**src/rtl/vpts_pkg.sv**
```systemverilog
// ----------------------------------------------------------------------------
// vpts_pkg
// Shared constants and types for the vertex projection block.
// ----------------------------------------------------------------------------
package vpts_pkg;

  localparam int FRAC_BITS_DEF = 16;
  localparam int WORD_BITS_DEF = 32;

  // command codes
  localparam logic [1:0] CMD_LOAD    = 2'd0;
  localparam logic [1:0] CMD_COMMIT  = 2'd1;
  localparam logic [1:0] CMD_PROJECT = 2'd2;

  // matrix selects; anything at or above MAT_COUNT is dropped
  localparam logic [1:0] MAT_MODEL = 2'd0;
  localparam logic [1:0] MAT_VIEW  = 2'd1;
  localparam logic [1:0] MAT_PROJ  = 2'd2;
  localparam logic [1:0] MAT_COUNT = 2'd3;

  // multiplier request
  typedef struct packed {
    logic start;
    logic frac;   // 1: shift product by FRAC_BITS, 0: shift by one
  } mul_ctl_t;

endpackage

```
**src/rtl/vpts_div.sv**
```systemverilog
// ----------------------------------------------------------------------------
// vpts_div
// Restoring fixed-point divider, one quotient bit per cycle, saturating.
// ----------------------------------------------------------------------------
module vpts_div #(
  parameter int WORD_BITS = vpts_pkg::WORD_BITS_DEF,
  parameter int FRAC_BITS = vpts_pkg::FRAC_BITS_DEF
) (
  input  logic                        clk_i,
  input  logic                        rst_ni,
  input  logic                        start_i,
  input  logic signed [WORD_BITS-1:0] a_i,
  input  logic signed [WORD_BITS-1:0] b_i,
  output logic                        done_o,
  output logic signed [WORD_BITS-1:0] res_o
);

  localparam int W  = WORD_BITS;
  localparam int N  = WORD_BITS + FRAC_BITS;
  localparam int CW = $clog2(N + 1);

  logic [N-1:0]         dvd_q;
  logic [W-1:0]         nb_q, rem_q;
  logic                 neg_q, busy_q, fin_q, done_q;
  logic [CW-1:0]        cnt_q;
  logic signed [W-1:0]  res_q;

  logic [W-1:0]         a_mag, b_mag, mw;
  logic [W:0]           rem_sh;
  logic                 qbit;
  logic [N-1:0]         lim, m;

  always_comb begin
    a_mag  = a_i[W-1] ? W'(-a_i) : W'(a_i);
    b_mag  = b_i[W-1] ? W'(-b_i) : W'(b_i);
    rem_sh = {rem_q, dvd_q[N-1]};
    qbit   = (rem_sh >= {1'b0, nb_q});
    lim    = neg_q ? (N'(1) << (W - 1)) : ((N'(1) << (W - 1)) - N'(1));
    m      = (dvd_q > lim) ? lim : dvd_q;
    mw     = m[W-1:0];
  end

  always_ff @(posedge clk_i or negedge rst_ni) begin
    if (!rst_ni) begin
      busy_q <= 1'b0;
      fin_q  <= 1'b0;
      done_q <= 1'b0;
      cnt_q  <= '0;
      neg_q  <= 1'b0;
      dvd_q  <= '0;
      nb_q   <= '0;
      rem_q  <= '0;
      res_q  <= '0;
    end else begin
      done_q <= 1'b0;
      if (start_i) begin
        if (a_i == '0) begin
          res_q  <= '0;
          done_q <= 1'b1;
        end else if (b_i == '0) begin
          res_q  <= a_i[W-1] ? signed'({1'b1, {(W-1){1'b0}}})
                             : signed'({1'b0, {(W-1){1'b1}}});
          done_q <= 1'b1;
        end else begin
          dvd_q  <= N'(a_mag) << FRAC_BITS;
          nb_q   <= b_mag;
          rem_q  <= '0;
          neg_q  <= a_i[W-1] ^ b_i[W-1];
          cnt_q  <= CW'(N);
          busy_q <= 1'b1;
        end
      end else if (busy_q) begin
        rem_q <= qbit ? W'(rem_sh - {1'b0, nb_q}) : rem_sh[W-1:0];
        dvd_q <= {dvd_q[N-2:0], qbit};
        cnt_q <= cnt_q - CW'(1);
        if (cnt_q == CW'(1)) begin
          busy_q <= 1'b0;
          fin_q  <= 1'b1;
        end
      end else if (fin_q) begin
        fin_q  <= 1'b0;
        done_q <= 1'b1;
        res_q  <= neg_q ? signed'(-mw) : signed'(mw);
      end
    end
  end

  assign done_o = done_q;
  assign res_o  = res_q;

endmodule

```
**config.mk**
```make
export PLATFORM = sky130hd
export DESIGN_NAME = vpts_div
export DESIGN_NICKNAME = d
export VERILOG_FILES = /design/src/rtl/vpts_pkg.sv /design/src/rtl/vpts_div.sv
export SDC_FILE = /design/constraint.sdc
export NUM_CORES = 1
export LEC_CHECK = 0
export ABC_AREA = 1
export BUFFER_PORTS_ARGS = -buffer_cell sky130_fd_sc_hd__buf_2
export CORE_MARGIN = 3
export CORE_UTILIZATION = 24
export CTS_CLUSTER_SIZE = 40
export DETAILED_ROUTE_END_ITERATION = 8
export SLEW_MARGIN = 40
export SYNTH_ARGS = -nofsm -noshare
export SYNTH_HDL_FRONTEND = slang
export SYNTH_SLANG_ARGS = --single-unit
```
**constraint.sdc**
```tcl
create_clock -name clk_i -period 6.9 [get_ports clk_i]
set_input_delay 1.38 -clock clk_i [delete_from_list [all_inputs] [get_ports clk_i]]
set_output_delay 1.38 -clock clk_i [all_outputs]
set_load 0.03 [all_outputs]
```
==> out/metrics.cfg <==
[detailed_routing]
drt_wl_total_mm=34.6
ant_nets=0
drtIter0Drc=571
num_vias=11500
wl_per_cell_um=14.1
first_pass_iters=5
drc_errors=0
viasPerCell=4.66

[logic_synthesis]
synth_edf_count=0
synth-main-ff-cell=dfrtp_1
postSynthCellCount=1730
synth_top_area_cell=dfrtp_1
ys_seq_area_share_pct=32.4
synth_warnings=0
synth_top_cells_by_area=dfrtp_1 32%, nand2_1 13%, ha_1 7.3%, o21ai_0 6.8%, nor2_1 5.9%
syn_area_sq_um=11900
synth_seq_cells=154
syn_avg_cell_area_sq_um=6.88
synth_nets=1867
synthArstFlopShare_pct=100
synth_cell_type_count=52
synth_top_area_share_pct=32.4

[floorplan]
die_width_um=229
die_h_um=229
num_rows=80
die-area_sq_um=52300
start_util_pct=24.6
core_sq_um=48300
ios=100

[finish]
multi_input_area_sq_um=7020
synthToLayoutAreaGrowth_pct=14.5
fillers=5344
layout_common_cells=421 x nand2_1, 186 x nor2_1, 184 x inv_1, 161 x o21ai_0, 153 x dfrtp_1
finish.net_count=1930
fin_area_sq_um=13600
layout_commonest_cell=nand2_1
antenna_cells=0
seq_area_sq_um=3850
layout-drive-gt1-share_pct=10.7

[clock_network]
clk_latency_ns=0.45
cts_tree=yes
cts_htree_levels=4
cts_setup_buffers=0
cts_sinks=154
cts_hold_buffers=0
cts_resized=0
cts_max_path_buffers=2
cts_buffers=17
cts_root_buffer=clkbuf_16
clkSlewWorstSetupHoldPaths_ns=0.07

[worst_setup_path]
crit_required_ns=7.20
critPathLaunchType=primary input
cp-end-kind=flop
critPathKind=in -> reg
worstPathArrival_ns=5.38
crit_fanout=61

[global_route]
met3_usage_pct=2.36
track_usage_pct=13.2
antenna_found_initial=0
grt_max_degree=85
grt_busiest_layer=met2
use_met2_pct=21.0
gr-total-overflow=0
grt_use_met1_pct=18.4
grt_pass1_wl_mm=57.1
grt_pass1_vias=11200

[place]
place_area_sq_um=13000
place_ws_ns=1.34
hpwl_mm=26.0
io_buffers=99
routabilityCongestion=0.909

[status]
status=finished clean

[sta]
setup_violations=0
worst_pin_slew_ns=0.734
report.final.slew_viol_count=0
finalSetupTns_ns=0
timing_hold_violations_final=0
period_minus_slack_ns=5.08
fmaxAchievable_mhz=197
fin_ws_ns=1.82
finalClockSkew_ns=0.0112
relSlewSlack_pct=51.0
rsz0062_at_grt=no
post-route-period-util_pct=73.7

[pwr]
powerDensity_nw_per_um2=305
ir_drop_v=0.000188
leakagePower_nw=6.44

[hold_path]
hold_class=reg -> reg

[run]
cap_violations=0

[cell type report]
class | count | share of cell area [%]
Multi-Input combinational cell | 1311 | 51.5
Sequential cell | 154 | 28.3
Tap cell | 656 | 6.02
Inverter | 200 | 5.51
Timing Repair Buffer | 109 | 4.28
Clock buffer | 18 | 3.22
Clock inverter | 14 | 1.18
[worst max-delay path, cell delays in order]
cell,delay (ns)
buf_2,0.13
inv_1,0.09
ha_1,0.15
inv_1,0.05
nor3_1,0.18
nand2_1,0.10
nor2_1,0.09
nand2_1,0.09
nor4_1,0.23
nand4_1,0.39
nand2_4,0.54
nand2_4,0.50
inv_2,0.15
o21ai_1,0.10
inv_2,0.47
nand2_1,0.13
inv_2,0.43
a21oi_1,0.14
[cells in the mapped netlist (6+ instances only)]
cell type	instances
o211ai_1	22
or2_2	6
a21oi_1	122
xnor2_1	32
nor4_1	8
o22ai_1	19
clkbuf_1	45
o21ai_0	161
a31oi_1	14
xor2_1	43
nand4_1	25
nor2_1	186
dfrtp_1	154
nand3_1	95
inv_2	12
buf_2	6
inv_1	184
ha_1	69
nor3_1	18
buf_4	6
nand2_2	12
nand2_1	421
[final timing paths]
check                                          start               endpoint  slack [ns]  cells past startpoint
worst max-delay path                          b_i[1]   res_o[2]$_DFFE_PN0P_        1.82                     18
worst min-delay path            nb_q[18]$_DFFE_PN0P_   nb_q[18]$_DFFE_PN0P_        0.49                      2
worst max register to register     neg_q$_DFFE_PN0P_  res_o[20]$_DFFE_PN0P_        2.83                     19
worst min register to register  nb_q[18]$_DFFE_PN0P_   nb_q[18]$_DFFE_PN0P_        0.49                      2
max in group asynchronous                     rst_ni    nb_q[3]$_DFFE_PN0P_        4.77                      2
min in group asynchronous                     rst_ni  res_o[29]$_DFFE_PN0P_        0.98                      1
[routing by layer]
layer	routed length, um	part of all wire, %
met1	17300	50
met2	15400	45
met3	1320	3.8
met4	578	1.7
met5	0	0
[kinds of logic (layout without fill, tap and decap cells)]
| kind of cell | count (synthesis) | in the layout | synth area share [%] |
|---|---|---|---|
| buf+inv | 265 | 341 | 8.92 |
| compound gates | 377 | 377 | 17.7 |
| xor+xnor | 75 | 75 | 5.52 |
| flops | 154 | 154 | 32.4 |
| fa+ha+maj | 70 | 70 | 7.42 |
| simple gates | 789 | 789 | 28.1 |
[sequential cells by signal, indices dropped and copies added (netlist names)]
name / flops
nb_q: 32
dvd_q: 48
cnt_q: 6
fin_q: 1
res_o: 32
rem_q: 32
done_o: 1
busy_q: 1
neg_q: 1
[per-stage QoR]
step	total power [mW]	hold WS [ns]	instances	util, %
global route	4.52	0.511	2462	28.2
finish	4.16	0.489	2462	28.2
CTS	4.19	0.494	2462	28.2
global placement	3.16	0.469	2430	26.9
detailed placement	3.19	0.476	2430	26.9
floorplan	2.71	0.452	1730	-
[power by group]
| part | switching, mW | total (mW) | internal [mW] |
|---|---|---|---|
| logic | 1.24 | 1.95 | 0.705 |
| clock network | 0.416 | 0.968 | 0.551 |
| registers | 0.144 | 1.24 | 1.10 |
Note: power is estimated with default switching activity, not from simulation.
