**src/rtl/vpts_pkg.sv**
```systemverilog
// ----------------------------------------------------------------------------
// vpts_pkg
// Shared constants and types for the vertex projection block.
// ----------------------------------------------------------------------------
package vpts_pkg;

  localparam int FRAC_BITS_DEF = 16;
  localparam int WORD_BITS_DEF = 32;

  // command codes
  localparam logic [1:0] CMD_LOAD    = 2'd0;
  localparam logic [1:0] CMD_COMMIT  = 2'd1;
  localparam logic [1:0] CMD_PROJECT = 2'd2;

  // matrix selects; anything at or above MAT_COUNT is dropped
  localparam logic [1:0] MAT_MODEL = 2'd0;
  localparam logic [1:0] MAT_VIEW  = 2'd1;
  localparam logic [1:0] MAT_PROJ  = 2'd2;
  localparam logic [1:0] MAT_COUNT = 2'd3;

  // multiplier request
  typedef struct packed {
    logic start;
    logic frac;   // 1: shift product by FRAC_BITS, 0: shift by one
  } mul_ctl_t;

endpackage

```
**src/rtl/vpts_mul.sv**
```systemverilog
// ----------------------------------------------------------------------------
// vpts_mul
// Iterative sign-magnitude multiplier, four half-word partial products.
// ----------------------------------------------------------------------------
module vpts_mul #(
  parameter int WORD_BITS = vpts_pkg::WORD_BITS_DEF,
  parameter int FRAC_BITS = vpts_pkg::FRAC_BITS_DEF
) (
  input  logic                        clk_i,
  input  logic                        rst_ni,
  input  vpts_pkg::mul_ctl_t          ctl_i,
  input  logic signed [WORD_BITS-1:0] a_i,
  input  logic signed [WORD_BITS-1:0] b_i,
  output logic                        done_o,
  output logic signed [WORD_BITS-1:0] res_o
);

  localparam int W  = WORD_BITS;
  localparam int H  = (WORD_BITS + 1) / 2;
  localparam int PW = 4 * H;

  logic [2*H-1:0]       x_q, y_q;
  logic                 neg_q, frac_q, busy_q, fin_q, done_q;
  logic [1:0]           cnt_q;
  logic [PW-1:0]        p_q;
  logic signed [W-1:0]  res_q;

  logic [W-1:0]         a_mag, b_mag;
  logic [H-1:0]         xs, ys;
  logic [2*H-1:0]       pp;
  logic [PW-1:0]        ppw, pp_sh, rr, lim, m;
  logic [W-1:0]         mw;

  always_comb begin
    a_mag = a_i[W-1] ? W'(-a_i) : W'(a_i);
    b_mag = b_i[W-1] ? W'(-b_i) : W'(b_i);
    xs    = cnt_q[1] ? x_q[2*H-1:H] : x_q[H-1:0];
    ys    = cnt_q[0] ? y_q[2*H-1:H] : y_q[H-1:0];
    pp    = xs * ys;
    ppw   = PW'(pp);
    if (cnt_q == 2'd0) begin
      pp_sh = ppw;
    end else if (cnt_q == 2'd3) begin
      pp_sh = ppw << (2 * H);
    end else begin
      pp_sh = ppw << H;
    end
    rr  = frac_q ? (p_q >> FRAC_BITS) : (p_q >> 1);
    lim = neg_q ? (PW'(1) << (W - 1)) : ((PW'(1) << (W - 1)) - PW'(1));
    m   = (rr > lim) ? lim : rr;
    mw  = m[W-1:0];
  end

  always_ff @(posedge clk_i or negedge rst_ni) begin
    if (!rst_ni) begin
      busy_q <= 1'b0;
      fin_q  <= 1'b0;
      done_q <= 1'b0;
      cnt_q  <= 2'd0;
      neg_q  <= 1'b0;
      frac_q <= 1'b0;
      x_q    <= '0;
      y_q    <= '0;
      p_q    <= '0;
      res_q  <= '0;
    end else begin
      done_q <= 1'b0;
      if (ctl_i.start) begin
        x_q    <= (2*H)'(a_mag);
        y_q    <= (2*H)'(b_mag);
        neg_q  <= a_i[W-1] ^ b_i[W-1];
        frac_q <= ctl_i.frac;
        p_q    <= '0;
        cnt_q  <= 2'd0;
        busy_q <= 1'b1;
      end else if (busy_q) begin
        p_q   <= p_q + pp_sh;
        cnt_q <= cnt_q + 2'd1;
        if (cnt_q == 2'd3) begin
          busy_q <= 1'b0;
          fin_q  <= 1'b1;
        end
      end else if (fin_q) begin
        fin_q  <= 1'b0;
        done_q <= 1'b1;
        res_q  <= neg_q ? signed'(-mw) : signed'(mw);
      end
    end
  end

  assign done_o = done_q;
  assign res_o  = res_q;

endmodule

```
**config.mk**
```make
export PLATFORM = sky130hd
export DESIGN_NAME = vpts_mul
export DESIGN_NICKNAME = d
export VERILOG_FILES = /design/src/rtl/vpts_pkg.sv /design/src/rtl/vpts_mul.sv
export SDC_FILE = /design/constraint.sdc
export NUM_CORES = 1
export LEC_CHECK = 0
export ABC_CLOCK_PERIOD_IN_PS = 13300
export BUFFER_PORTS_ARGS = -buffer_cell sky130_fd_sc_hd__buf_2
export CELL_PAD_IN_SITES_DETAIL_PLACEMENT = 1
export CELL_PAD_IN_SITES_GLOBAL_PLACEMENT = 2
export CORE_ASPECT_RATIO = 1.75
export CORE_MARGIN = 3
export CORE_UTILIZATION = 40
export CTS_CLUSTER_SIZE = 40
export DETAILED_ROUTE_END_ITERATION = 16
export PLACE_DENSITY_LB_ADDON = 0.1
export SKIP_CTS_REPAIR_TIMING = 1
export SLEW_MARGIN = 10
export SYNTH_ARGS = -nofsm -noshare
export SYNTH_HDL_FRONTEND = slang
export SYNTH_SLANG_ARGS = --single-unit
export TNS_END_PERCENT = 20
```
**constraint.sdc**
```tcl
create_clock -name clk_i -period 13.3 [get_ports clk_i]
set_clock_uncertainty 0.2 [all_clocks]
set_input_delay 3.99 -clock clk_i [delete_from_list [all_inputs] [get_ports clk_i]]
set_output_delay 3.99 -clock clk_i [all_outputs]
set_load 0.01 [all_outputs]
```
==> run summary <==
setup slack, reg-to-reg - 1220 ps
I/O Buffers - 100
Initial DRC Count - 1022
Fin. Hold Viols - 0
core box area - 55630 µm²
# H-tree levels - 4
wire length per cell - 26.51 µm
Adder-Cell Fraction of Synth Area - 0.2854
chip width - 185.9 µm
Placed Area - 23900 µm²
Final Slew Violations - 0
period utilization - 0.9082
Worst R2R Start - cnt_q[1]
number of synthesized flops with an enable pin - 0
initial antenna violation count - 2
Clock Latency Late Sink - 500 ps
Top Ports - 101
Hold Path End - res_o[30]
sequential area share after synthesis - 0.1844
Gate Count Post-Synth - 2740
Reg clk slew, reported paths - 80 ps
Hold Crit Class - flip-flop to flip-flop
die height - 320.9 µm
final setup fails - 0
CTS tree - built
FF+latch area - 4182 µm²
Std-Cell Rows - 114
Setup CP Type - flip-flop to flip-flop
largest family of logic cells by synthesized area - adder cells
CP Capture Type - flip-flop
vias per cell - 5.865
RSZ-0062 raised after global routing - false
area of the multi-input gates - 16980 µm²
crit start category - flip-flop
Seq cells post-synth - 167
clock tree sinks - 167
total track usage - 0.3128
status - finished, final reports clean
final instance area - 24510 µm²
XOR/XNOR Fraction of Synth Area - 0.05758
clock tree buffer depth - 2
ys async rst share - 1.000
Hold Path Depth - 2
Final HPWL DP - 77000 µm
Nets - 3246
Slowest-stage cell, CP - dfrtp_1
Max-slew headroom - 0.1984
Critical path buffers and inverters - 7
Worst Path Arrival - 12230 ps
Final GP Congestion - 0.9917
largest net degree at the start of global routing - 98
max_cap viols - 0
Max stage delay on crit path - 820 ps
Layout Cells excl Fill - 3487
CP required - 13450 ps
fin crit period - 12080 ps
clk root buf - clkbuf_16
Primary FF master, synth - dfrtp_1
reg2reg path depth - 35
Final TNS setup - 0 ps
Critical Path Fanout Max - 19
Distinct cells, synth - 78
Area Growth Syn to Fin - 8.143%
Synth Warn # - 0
Residual DRC - 0
Die ar. - 59660 µm²
delay-heaviest family, CP - adder cells
ANT cells - 0
post-synthesis mux area share - 0.06570
first-pass GRT wire length - 137500 µm
Peak Freq - 0.08279 GHz
drt pass-1 iters - 5
syn nets - 3208
Synth Area in Compound Gates - 0.1654
layout cell share with drive strength beyond 1 - 0.08742
Inst Count DP - 3455
syn avg cell area - 8.272 µm²
Post-Synth Simple-Gate Area - 0.1735
Final ANT Viol Nets - 0
Reg-to-Reg End - p_q[63]
Initial Util - 0.4074
CTS Buf Count - 17
hold_sp - res_o[30]
Mapped Area - 22660 µm²
vias in the first global route - 22620
routed vias - 20450
Hold WS - 268.1 ps
total global routing overflow - 0
Slew @ Worst Pin - 1169 ps
final wirelength - 92460 µm
fill cell count - 6725
## layer usage
layer  part of all wire  global-route usage  vias to the layer above
met5                  0                   0                        -
met4               0.11              0.2680                        0
met3              0.026             0.03451                      308
met2               0.55              0.6102                      529
met1               0.32              0.2741                    10220
li1                   -                   -                     9392
## cell type report
cell class | instances | share of cell area
clock buffer | 19 | 0.01807
clock inverter | 13 | 0.006585
inverter | 290 | 0.04441
multi-input combinational | 2166 | 0.6928
sequential | 167 | 0.1706
tap | 696 | 0.03553
timing repair buffer | 136 | 0.03196
## how the worst max path moves through the flow
stage / end / cells after the start / slack, ps / startpoint
floorplan: p_q[62] / 37 / 3340 / cnt_q[1]
global placement: p_q[55] / 33 / 1460 / cnt_q[1]
detailed placement: p_q[63] / 33 / 1300 / cnt_q[1]
CTS: p_q[63] / 33 / 1260 / cnt_q[1]
global route: p_q[63] / 35 / 610 / cnt_q[1]
finish: p_q[63] / 35 / 1220 / cnt_q[1]
## through the flow
step                  util  worst slack (ps)
floorplan                -              3341
global placement    0.4297              1463
detailed placement  0.4297              1301
CTS                 0.4405              1256
global route        0.4406             612.8
finish              0.4406              1221
## synthesized netlist by cell type (65+ instances only)
library cell | n | area (µm²)
nor2_1 | 335 | 1257
o21ai_0 | 125 | 625.6
mux2i_1 | 91 | 910.9
fa_1 | 195 | 3904
inv_1 | 288 | 1081
nand2_1 | 291 | 1092
dfrtp_1 | 167 | 4179
xor2_1 | 84 | 735.7
ha_1 | 205 | 2565
clkbuf_1 | 97 | 364.1
a21o_1 | 66 | 495.5
xnor2_1 | 65 | 569.3
a21oi_1 | 202 | 1011
## cell families (layout without fill, tap and decap cells)
kind of cell,Yosys count,count (layout)
XOR/XNOR,149,149
multiplexers,142,142
AO/OA/AOI/OAI,597,597
adder cells (fa/ha/maj),400,400
buffers and inverters,407,458
AND/OR/NAND/NOR,878,878
flip-flops,167,167
## sequential cells by signal, summed over array words and instances (netlist names)
signal  flops
cnt_q       2
y_q        32
fin_q       1
neg_q       1
frac_q      1
res_o      32
x_q        32
done_o      1
busy_q      1
p_q        64
## worst reg2reg max path: cells and delay by family, from the launching register on
family / cells / cell delay (ps)
AO/OA/AOI/OAI: 11 / 3670
XOR/XNOR: 2 / 970
adder cells (fa/ha/maj): 8 / 3900
buffers and inverters: 7 / 720
flip-flops: 1 / 820
multiplexers: 2 / 810
AND/OR/NAND/NOR: 5 / 840
## layout by cell type (no fill, tap or decap), types with 9 or more instances in the layout
| master | count |
|---|---|
| and3_1 | 11 |
| o21ai_0 | 124 |
| or4_1 | 13 |
| mux2_2 | 44 |
| a22o_1 | 26 |
| ha_1 | 205 |
| nand4_1 | 28 |
| a31oi_1 | 19 |
| o31ai_1 | 23 |
| o211ai_1 | 11 |
| nand2b_1 | 20 |
| inv_1 | 288 |
| buf_4 | 36 |
| a21oi_1 | 202 |
| xor2_1 | 84 |
| nor2b_1 | 16 |
| nor4_1 | 16 |
| a211oi_1 | 27 |
| xnor2_1 | 65 |
| fa_1 | 195 |
| nand3_1 | 50 |
| and2_1 | 20 |
| o21bai_1 | 11 |
| dfrtp_1 | 165 |
| a21o_1 | 66 |
| nand2_1 | 290 |
| nor3_1 | 34 |
| nor2_1 | 333 |
| clkbuf_16 | 17 |
| o41ai_1 | 10 |
| mux2i_1 | 87 |
| or3_1 | 10 |
| o21a_1 | 9 |
| buf_2 | 98 |
Power is not shown: default switching activity piles up to over one toggle a cycle in this logic, so the estimate is an artifact.
